<file path="src/hw/rtl/ght_pkg.sv">
// Package for the handle table: field widths, action codes, slot layout, control structs.
`timescale 1ns / 1ps
package ght_pkg;

    localparam int ACT_W     = 3;
    localparam int WORD_W    = 32;
    localparam int CNT_W     = 12;
    localparam int IDX_W     = 20;
    localparam int SLOTS_DEF = 1024;

    typedef enum logic [ACT_W-1:0] {
        ACT_CREATE = 3'd0,
        ACT_CLOSE  = 3'd1,
        ACT_GET    = 3'd2,
        ACT_SET    = 3'd3,
        ACT_CHECK  = 3'd4
    } t_action;

    // One table entry as stored in the RAM.
    typedef struct packed {
        logic              live;
        logic [CNT_W-1:0]  cnt;
        logic [WORD_W-1:0] word;
    } t_slot;

    typedef struct packed {
        logic clr_wr;   // write one reset entry, advance sweep
        logic accept;   // request word taken this cycle
        logic exec;     // read data back: decide, write, load result
    } t_ctrl_cmd;

    typedef struct packed {
        logic clr_last; // sweep is at the last entry
    } t_ctrl_sts;

endpackage

</file>
<file path="src/hw/rtl/ght_ctrl.sv">
// Controller: reset sweep, request accept, execute, result word valid.
`timescale 1ns / 1ps
module ght_ctrl import ght_pkg::*; (
    input  logic      i_clk,
    input  logic      i_rst_n,
    input  logic      i_in_valid,
    input  logic      i_out_ready,
    input  t_ctrl_sts i_sts,
    output logic      o_in_ready,
    output logic      o_out_valid,
    output t_ctrl_cmd o_cmd
);

    typedef enum logic [1:0] {
        S_CLEAR,
        S_IDLE,
        S_EXEC
    } t_state;

    t_state r_state, n_state;
    logic   r_out_valid, n_out_valid;
    logic   in_ready;
    logic   accept;

    // result register is free now or drained at this edge
    assign in_ready = (r_state == S_IDLE) && (!r_out_valid || i_out_ready);
    assign accept   = in_ready && i_in_valid;

    always_comb begin
        n_state     = r_state;
        n_out_valid = r_out_valid && !i_out_ready;
        unique case (r_state)
            S_CLEAR: begin
                if (i_sts.clr_last) begin
                    n_state = S_IDLE;
                end
            end
            S_IDLE: begin
                if (accept) begin
                    n_state = S_EXEC;
                end
            end
            S_EXEC: begin
                n_out_valid = 1'b1;
                n_state     = S_IDLE;
            end
            default: n_state = S_CLEAR;
        endcase
    end

    always_ff @(posedge i_clk) begin
        if (!i_rst_n) begin
            r_state     <= S_CLEAR;
            r_out_valid <= 1'b0;
        end else begin
            r_state     <= n_state;
            r_out_valid <= n_out_valid;
        end
    end

    assign o_in_ready    = in_ready;
    assign o_out_valid   = r_out_valid;
    assign o_cmd.clr_wr  = (r_state == S_CLEAR);
    assign o_cmd.accept  = accept;
    assign o_cmd.exec    = (r_state == S_EXEC);

endmodule

</file>
<file path="config.mk">
export PLATFORM = sky130hd
export DESIGN_NAME = ght_ctrl
export DESIGN_NICKNAME = d
export VERILOG_FILES = /design/src/hw/rtl/ght_pkg.sv /design/src/hw/rtl/ght_ctrl.sv
export SDC_FILE = /design/constraint.sdc
export NUM_CORES = 1
export LEC_CHECK = 0
export BUFFER_PORTS_ARGS = -buffer_cell sky130_fd_sc_hd__buf_4
export CAP_MARGIN = 10
export CORE_AREA = 2 2 39 41
export DETAILED_ROUTE_END_ITERATION = 7
export DIE_AREA = 0 0 41 43
export PLACE_DENSITY_LB_ADDON = 0.1
export SLEW_MARGIN = 20
export SYNTH_ARGS = -nofsm -noshare
export SYNTH_HDL_FRONTEND = slang
export SYNTH_SLANG_ARGS = --single-unit
</file>
<file path="constraint.sdc">
create_clock -name i_clk -period 2.6 [get_ports i_clk]
set_clock_uncertainty 0.15 [all_clocks]
set_input_delay 0 -clock i_clk [delete_from_list [all_inputs] [get_ports i_clk]]
set_output_delay 0 -clock i_clk [all_outputs]
set_load 0.02 [all_outputs]
</file>
[Word-level counts from Yosys, hierarchy flattened]
Cells that the tools add are included.
Storage, ports and cells
  register bits after elaboration: 3
  output and inout bits: 5
Operators by class
  equality and inequality tests: 4
  muxes and demuxes: 4
  reductions and logical operators: 8
Operators with widths (number)
  $pmux 2 s3: 1
  $mux 2: 2
  $ne 2x2->1 const B: 2
  $logic_and 1x1->1: 3
  $eq 2x1->1 const B: 1
  $eq 2x2->1 const B: 1
  $logic_not 1->1: 2
  $logic_not 2->1: 1
  $reduce_and 2->1: 1
  $logic_or 1x1->1: 1
  $mux 1: 1

[Logic depth before layout (Yosys ltp)]
Gate-level depths: netlist of run 1.
  word-level depth: 6
  mapped depth: 3

[Worst setup path before layout of run 1]
OpenSTA, ideal clock, no wires.
  kind: register to register
  start: register r_out_valid, in the netlist o_out_valid
  end: register r_state[0]
  setup time: 0.060 ns
  data arrival time: 0.907 ns
  required time: 2.390 ns
  path slack: 1.483 ns
  cell stages (with the launch flop): 3
  path buffers: 0
  period minus slack after synthesis: 1.117 ns
  path through: dfxtp_1 > nor2b_1 > o2111a_1
On the way
  longest elaborated chain between the ends: 6
Ends and longest elaborated chain
  from (decl): line ght_ctrl.sv:21  | logic r_out_valid, n_out_valid;
  from (signal assigned): line ght_ctrl.sv:57  | r_out_valid <= n_out_valid;
  $logic_not 1->1: line ght_ctrl.sv:26  | assign in_ready = (r_state == S_IDLE) && (!r_out_valid || i_out_ready);
  $logic_or 1x1->1: line ght_ctrl.sv:26
  $logic_and 1x1->1: line ght_ctrl.sv:26
  $logic_and 1x1->1: line ght_ctrl.sv:27  | assign accept = in_ready && i_in_valid;
  $ne 2x2->1 (no source line)
  $reduce_and 2->1 (no source line)
  to (signal assigned): line ght_ctrl.sv:56  | r_state <= n_state;
  to (decl): line ght_ctrl.sv:20  | t_state r_state, n_state;
No other way between the ends.
A chain may end at the register's enable or synchronous reset.

[Final worst setup path of run 1]
  start: register r_state[0]
  end: register r_state[0]
On the way
  longest elaborated chain between the ends: 5
  elaborated cells between the ends (all ways): 9
  classes of those cells: 4 x eq/ne; 1 x mux; 4 x reduce/logical
Ends and longest elaborated chain (line)
  $eq 2x1->1: ght_ctrl.sv:26, ght_ctrl.sv:32
  $logic_and 1x1->1: ght_ctrl.sv:26
  $logic_and 1x1->1: ght_ctrl.sv:27
  $ne 2x2->1 (no source line)
  $reduce_and 2->1 (no source line)
Parallel ways exist; a longest one is shown, timed or not.

==> flow_summary.json, run 1 <==
{
  "synth_edf_count": 0,
  "yosys.area.top_type": "dfxtp_1",
  "slew_headroom_pct": 77.2,
  "clk_latency_ps": 230,
  "grt_max_degree": 7,
  "power_w": 0.000168,
  "worst_pin_slew_ps": 342,
  "p_per_area_nw_per_um2": 578,
  "arrival_ps": 1630,
  "worstSetupStartpointType": "register",
  "grt_pass1_wl_um": 648,
  "synth_common_cells": "dfxtp_1, nand2_1, nor2_1, nor2b_1",
  "die_w_um": 41,
  "placed_cells": 40,
  "synth.distinct_cells": 11,
  "finalNetCount": 38,
  "critPathSlowestCell": "dlygate4sd3_1",
  "fill_cells": 158,
  "cap_violations": 0,
  "drtPass1Iterations": 2,
  "htreeDepth": 1,
  "synth.most_common_cell": "dfxtp_1",
  "hold_viol": 0,
  "post-route-drc-count": 0,
  "status": "finished clean",
  "syn2layout_area_growth_pct": 102,
  "design_area_um2": 290,
  "max_freq_mhz": 601,
  "crit_chain": "or3_1 > o2111a_1 > dlygate4sd3_1",
  "overflow": 0,
  "syn_area_um2": 144,
  "cts_tree": "yes",
  "io_buffers": 9,
  "cp-end-kind": "register",
  "hold_buffers": 4,
  "setup_viol": 0,
  "vias_per_cell": 3.58,
  "grt_pass1_vias": 168,
  "synth.top_cell.area_share_pct": 41.7,
  "synth_ff_type": "dfxtp_1",
  "path_clk_slew_ps": 40,
  "cts-root-buf": "clkbuf_4",
  "synth_area_leaders": "dfxtp_1, nor2b_1, o2111a_1",
  "antenna_found_initial": 0,
  "final_layout_size_suffix_gt1_share_pct": 37.5,
  "ys_ff_latch": 3,
  "num_rows": 14,
  "die_y_um": 43,
  "wl_per_cell_um": 8.29,
  "critPathRequiredTime_ps": 2560,
  "ctsLongestPathBuffers": 2,
  "cts_inserted_buffers": 3,
  "antenna-diode-count": 0,
  "die-area_um2": 1760,
  "ioPinCount": 10,
  "fin_crit_sh_pct": 64.0,
  "synth_nets": 21,
  "hpwl_um": 295,
  "drtIter0Drc": 2,
  "hold_class": "in -> reg",
  "core_um2": 1380,
  "antenna_left": 0,
  "vias": 172,
  "layout.cells.non_filler": 48,
  "post_dp_cell_area_um2": 224,
  "path_max_fanout": 6,
  "postCtsSetupRepairBufs": 0,
  "avgSynthCellArea_um2": 8.99,
  "synthCells": 16,
  "ir_drop_mv": 0.164,
  "start_util_pct": 10.4,
  "synth_seq_area_share_pct": 41.7,
  "crit_path_max_incr_delay_ps": 550,
  "synth_warnings": 0,
  "wl_um": 398,
  "gp_congestion": 0.556,
  "cts_resized": 0,
  "synthArstFlopShare_pct": 0,
  "clkSinkCount": 3,
  "rsz0062_at_grt": "no",
  "p_leak_nw": 0.131,
  "min_period_ps": 1660,
  "tns_ps": 0,
  "place_ws_ps": 1500,
  "setup_ws_ps": 937,
  "critical_path_class": "reg -> reg",
  "slew_violations": 0,
  "grt_use_total_pct": 6.01
}
[cells by family (layout without fill, tap and decap cells)]
group           count (synthesis)  in the layout  share of synthesized area [%]
compound gates                  2              2                           13.0
buf+inv                         1             17                           5.22
flops                           3              3                           41.7
simple gates                   10             10                           40.0
[final timing paths]
kind	cells past startpoint	start	to	slack [ps]
worst min-delay path	3	i_out_ready	r_state[1]$_SDFFE_PN0P_	130
worst max-delay path	3	r_state[0]$_SDFFE_PN0P_	r_state[0]$_SDFFE_PN0P_	940
worst min register to register	2	r_state[0]$_SDFFE_PN0P_	r_state[1]$_SDFFE_PN0P_	430
worst max register to register	3	r_state[0]$_SDFFE_PN0P_	r_state[0]$_SDFFE_PN0P_	940
[per-layer routing]
metal	track usage, %	routed length (µm)
met1	5.41	144
met5	0	0
met3	3.14	20
met4	8.00	0
met2	7.81	233
[power by group]
part           leakage, nW  internal (W)  switching [W]
registers           0.0246     0.0000488     0.00000254
clock network       0.0150     0.0000576      0.0000249
logic               0.0915     0.0000192      0.0000148
total                0.131      0.000126      0.0000423
[sequential cells by signal, indices dropped and copies added (netlist names)]
register and cells:
o_out_valid 1, r_state 2
[metrics by stage]
stage | utilization (%) | hold slack [ps]
after global placement | 16.2 | 93.7
after floorplan | - | -32.2
after global routing | 21.0 | 130
final | 21.0 | 129
after CTS | 21.0 | 119
after detailed placement | 16.2 | 82.3
[worst max-delay path, delay by kind of cell, from the launching register on]
family	cells	cell delay, ps
AO/OA/AOI/OAI	1	140
buffers and inverters	1	550
flip-flops	1	340
AND/OR/NAND/NOR	1	370
[final cells by class]
| class | count | area [µm²] | area share, % |
|---|---|---|---|
| repair buffers | 13 | 108 | 37.1 |
| flip-flops and latches | 3 | 60.1 | 20.7 |
| well taps | 16 | 20.0 | 6.90 |
| multi-input cells | 12 | 76.3 | 26.3 |
| clock buffers | 4 | 26.3 | 9.05 |
[cells in the final DEF, fill, tap and decap left out]
master / instances
buf_4: 9
nor3b_1: 1
clkbuf_4: 3
nor2_1: 2
or3_1: 1
o2111a_1: 1
o21a_1: 1
nand2_1: 2
nor2b_1: 2
clkbuf_1: 1
nor4bb_1: 1
dlygate4sd3_1: 4
nand2b_1: 1
dfxtp_1: 3
(Power assumes the default switching activity.)
==> run 2, diff against run 1 <==
--- a/config.mk
+++ b/config.mk
@@ -5,6 +5,7 @@
 export SDC_FILE = /design/constraint.sdc
 export NUM_CORES = 1
 export LEC_CHECK = 0
+export ABC_AREA = 1
 export BUFFER_PORTS_ARGS = -buffer_cell sky130_fd_sc_hd__buf_4
 export CAP_MARGIN = 10
 export CORE_AREA = 2 2 39 41
==> constraint.sdc (replaced) <==
create_clock -name i_clk -period 1.46 [get_ports i_clk]
set_clock_uncertainty 0.15 [all_clocks]
set_input_delay 0 -clock i_clk [delete_from_list [all_inputs] [get_ports i_clk]]
set_output_delay 0 -clock i_clk [all_outputs]
set_load 0.02 [all_outputs]
==> run 2 against run 1 <==
Against the previous run: largest power group unchanged; hold slack improved by 230 ps; sequential power is 76% higher; area after synthesis is 13% higher; sequential share of layout area shrank 1.3 points; non-clock buffer count is the same; routed wire length fell by 6.3%; clock power grew 72%; utilization increased by 1.4 points; setup slack worse by 780 ps.
==> flow_summary.json, run 2 <==
{
  "slew_headroom_pct": 90.2,
  "hold_viol": 0,
  "setup_viol": 0,
  "worstSetupStartpointType": "input port",
  "io_buffers": 9,
  "crit_top_cell": "inv_1",
  "vias": 169,
  "ir_drop_mv": 0.349,
  "grt_use_met3_pct": 1.57,
  "worst_pin_slew_ps": 146,
  "avgSynthCellArea_um2": 7.07,
  "final_cell_mix": "buf_4, inv_1, dlygate4sd3_1",
  "hpwl_um": 302,
  "slew_violations": 0,
  "cts_inserted_buffers": 3,
  "syn_area_um2": 163,
  "grt_max_degree": 5,
  "crit_family": "buffers and inverters",
  "synthArstFlopShare_pct": 0,
  "grt_util_met1_pct": 4.78,
  "start_util_pct": 11.8,
  "clk_latency_ps": 230,
  "cts_tree": "yes",
  "final_layout_size_suffix_gt1_share_pct": 46.2,
  "arrival_ps": 1160,
  "crit_path_max_incr_delay_ps": 540,
  "grt_pass1_wl_um": 538,
  "status": "finished clean",
  "synth_nets": 28,
  "die-area_um2": 1760,
  "hold_class": "reg -> reg",
  "grt-busiest-layer": "met4",
  "finalNetCount": 45,
  "synth_ff_type": "dfxtp_1",
  "synth_area_leaders": "dfxtp_1, inv_1, nand2_2",
  "largest_register_ffs": 2,
  "critPathRequiredTime_ps": 1310,
  "synth.most_common_cell": "inv_1",
  "fin_crit_sh_pct": 89.5,
  "clkSinkCount": 3,
  "yosys.area.top_type": "dfxtp_1",
  "vias_per_cell": 3.07,
  "r2r_slack_ps": 530,
  "ys_ff_latch": 3,
  "layout_commonest_cell": "buf_4",
  "power_w": 0.000296,
  "path_max_fanout": 3,
  "regMostFlops": "r_state",
  "core_um2": 1380,
  "cts-root-buf": "clkbuf_4",
  "rr_endpoint": "r_state[0]$_SDFFE_PN0P_",
  "wl_per_cell_um": 6.78,
  "synthCells": 23,
  "die_y_um": 43,
  "synth_edf_count": 0,
  "grt_use_met2_pct": 6.56,
  "hold_start": "o_out_valid$_SDFF_PN0_",
  "hold_depth": 2,
  "min_period_ps": 1310,
  "cap_violations": 0,
  "drtPass1Iterations": 2,
  "wl_um": 373,
  "gp_congestion": 0.601,
  "ctsLongestPathBuffers": 2,
  "path_clk_slew_ps": 40,
  "reg2reg_from": "r_state[1]$_SDFFE_PN0P_",
  "antenna_found_initial": 0,
  "cp-end-kind": "primary output",
  "max_freq_mhz": 765,
  "rsz0062_at_grt": "no",
  "synth.top_cell.area_share_pct": 36.9,
  "antenna-diode-count": 0,
  "tns_ps": 0,
  "die_w_um": 41,
  "crit_chain": "dlygate4sd3_1 > buf_4 > inv_1 > nand2_2 > inv_1 > nor2_4 > nand2_2 > inv_1 > buf_4",
  "synth_warnings": 0,
  "p_per_area_nw_per_um2": 957,
  "synth_seq_area_share_pct": 36.9,
  "syn2layout_area_growth_pct": 90.0,
  "rr_worst_depth": 5,
  "antenna_left": 0,
  "critPathSlowestCell": "dlygate4sd3_1",
  "num_rows": 14,
  "worstHoldEndpoint": "o_out_valid$_SDFF_PN0_",
  "post-route-drc-count": 0,
  "ioPinCount": 10,
  "path_buf_inv": 6,
  "grt_use_total_pct": 5.11,
  "overflow": 0,
  "postCtsSetupRepairBufs": 0,
  "htreeDepth": 1,
  "synth.distinct_cells": 11,
  "drtIter0Drc": 1,
  "p_leak_nw": 0.165,
  "grt_pass1_vias": 163,
  "critical_path_class": "in -> out",
  "synth_common_cells": "inv_1, dfxtp_1, nand2_2, nor2_1, a21oi_1"
}
-- run 2: changes by cell type after synthesis, sizes merged --
cell / change
o2111a: -1
nor2: +3
nor4bb: -1
nor2b: -2
a21oi: +2
nand2: +2
inv: +7
nor3b: -1
or3: -1
nand2b: -1
-- run 2: worst max-delay path by stage --
stage / from / endpoint / slack, ps / cells past startpoint
global route: i_out_ready / o_cmd[1] / 110 / 9
global placement: r_state[1]$_SDFFE_PN0P_ / r_state[0]$_SDFFE_PN0P_ / 510 / 5
finish: i_out_ready / o_cmd[1] / 150 / 9
CTS: i_out_ready / o_cmd[1] / 150 / 9
detailed placement: r_state[1]$_SDFFE_PN0P_ / o_cmd[1] / 510 / 6
floorplan: o_out_valid$_SDFF_PN0_ / o_cmd[1] / 380 / 6
-- run 2: area by class of cell --
cell class                      instances  area, µm²
Multi-Input combinational cell         12       68.8
Timing Repair Buffer                   13        108
Sequential cell                         3       60.1
Tap cell                               16       20.0
Clock buffer                            4       26.3
Fill cell                             165       1070
Inverter                                7       26.3
-- run 2: worst reg2reg max path, cell delays in order (launching register included) --
cell	delay, ps
dfxtp_1	370
inv_2	50
nand2_2	80
a21oi_1	50
nor2_1	80
nor2_1	40
-- run 2: timing repair --
action | in CTS | in global routing
endpoints found under the hold margin | 3 | 0
gates resized for setup | 0 | 0
hold buffers | 4 | 0
-- run 2: metal layers --
metal / vias to the layer above / part of all wire (%)
met5: - / 0
met4: 0 / 0
met3: 0 / 7.0
met2: 4 / 53
met1: 70 / 40
li1: 95 / -
-- run 2: cells by family after synthesis --
logic type             after synthesis  synth area share (%)
and+or+nand+nor                      9                  31.5
AOI/OAI and AO/OA                    3                  10.8
DFF                                  3                  36.9
buffers and inverters                8                  20.8
-- run 2: where the power goes --
group	internal, W	total, W	leakage [nW]	switching (W)
clock	0.000102	0.000142	0.0150	0.0000399
sequential	0.0000865	0.0000902	0.0245	0.00000369
combinational	0.0000335	0.0000635	0.126	0.0000300
total	0.000222	0.000296	0.165	0.0000736
-- run 2: per-stage QoR --
| stage | cell area, µm² | worst slack (ps) | std cells | hold WS [ps] | utilization (%) |
|---|---|---|---|---|---|
| 2_1_floorplan | 163 | 381 | 23 | -17.8 | - |
| 4_1_cts | 309 | 149 | 55 | 367 | 22.3 |
| 3_5_place_dp | 243 | 507 | 47 | 110 | 17.5 |
| 5_1_grt | 309 | 110 | 55 | 390 | 22.3 |
| 6_report | 309 | 153 | 55 | 359 | 22.3 |
| 3_3_place_gp | 243 | 507 | 47 | 104 | 17.5 |
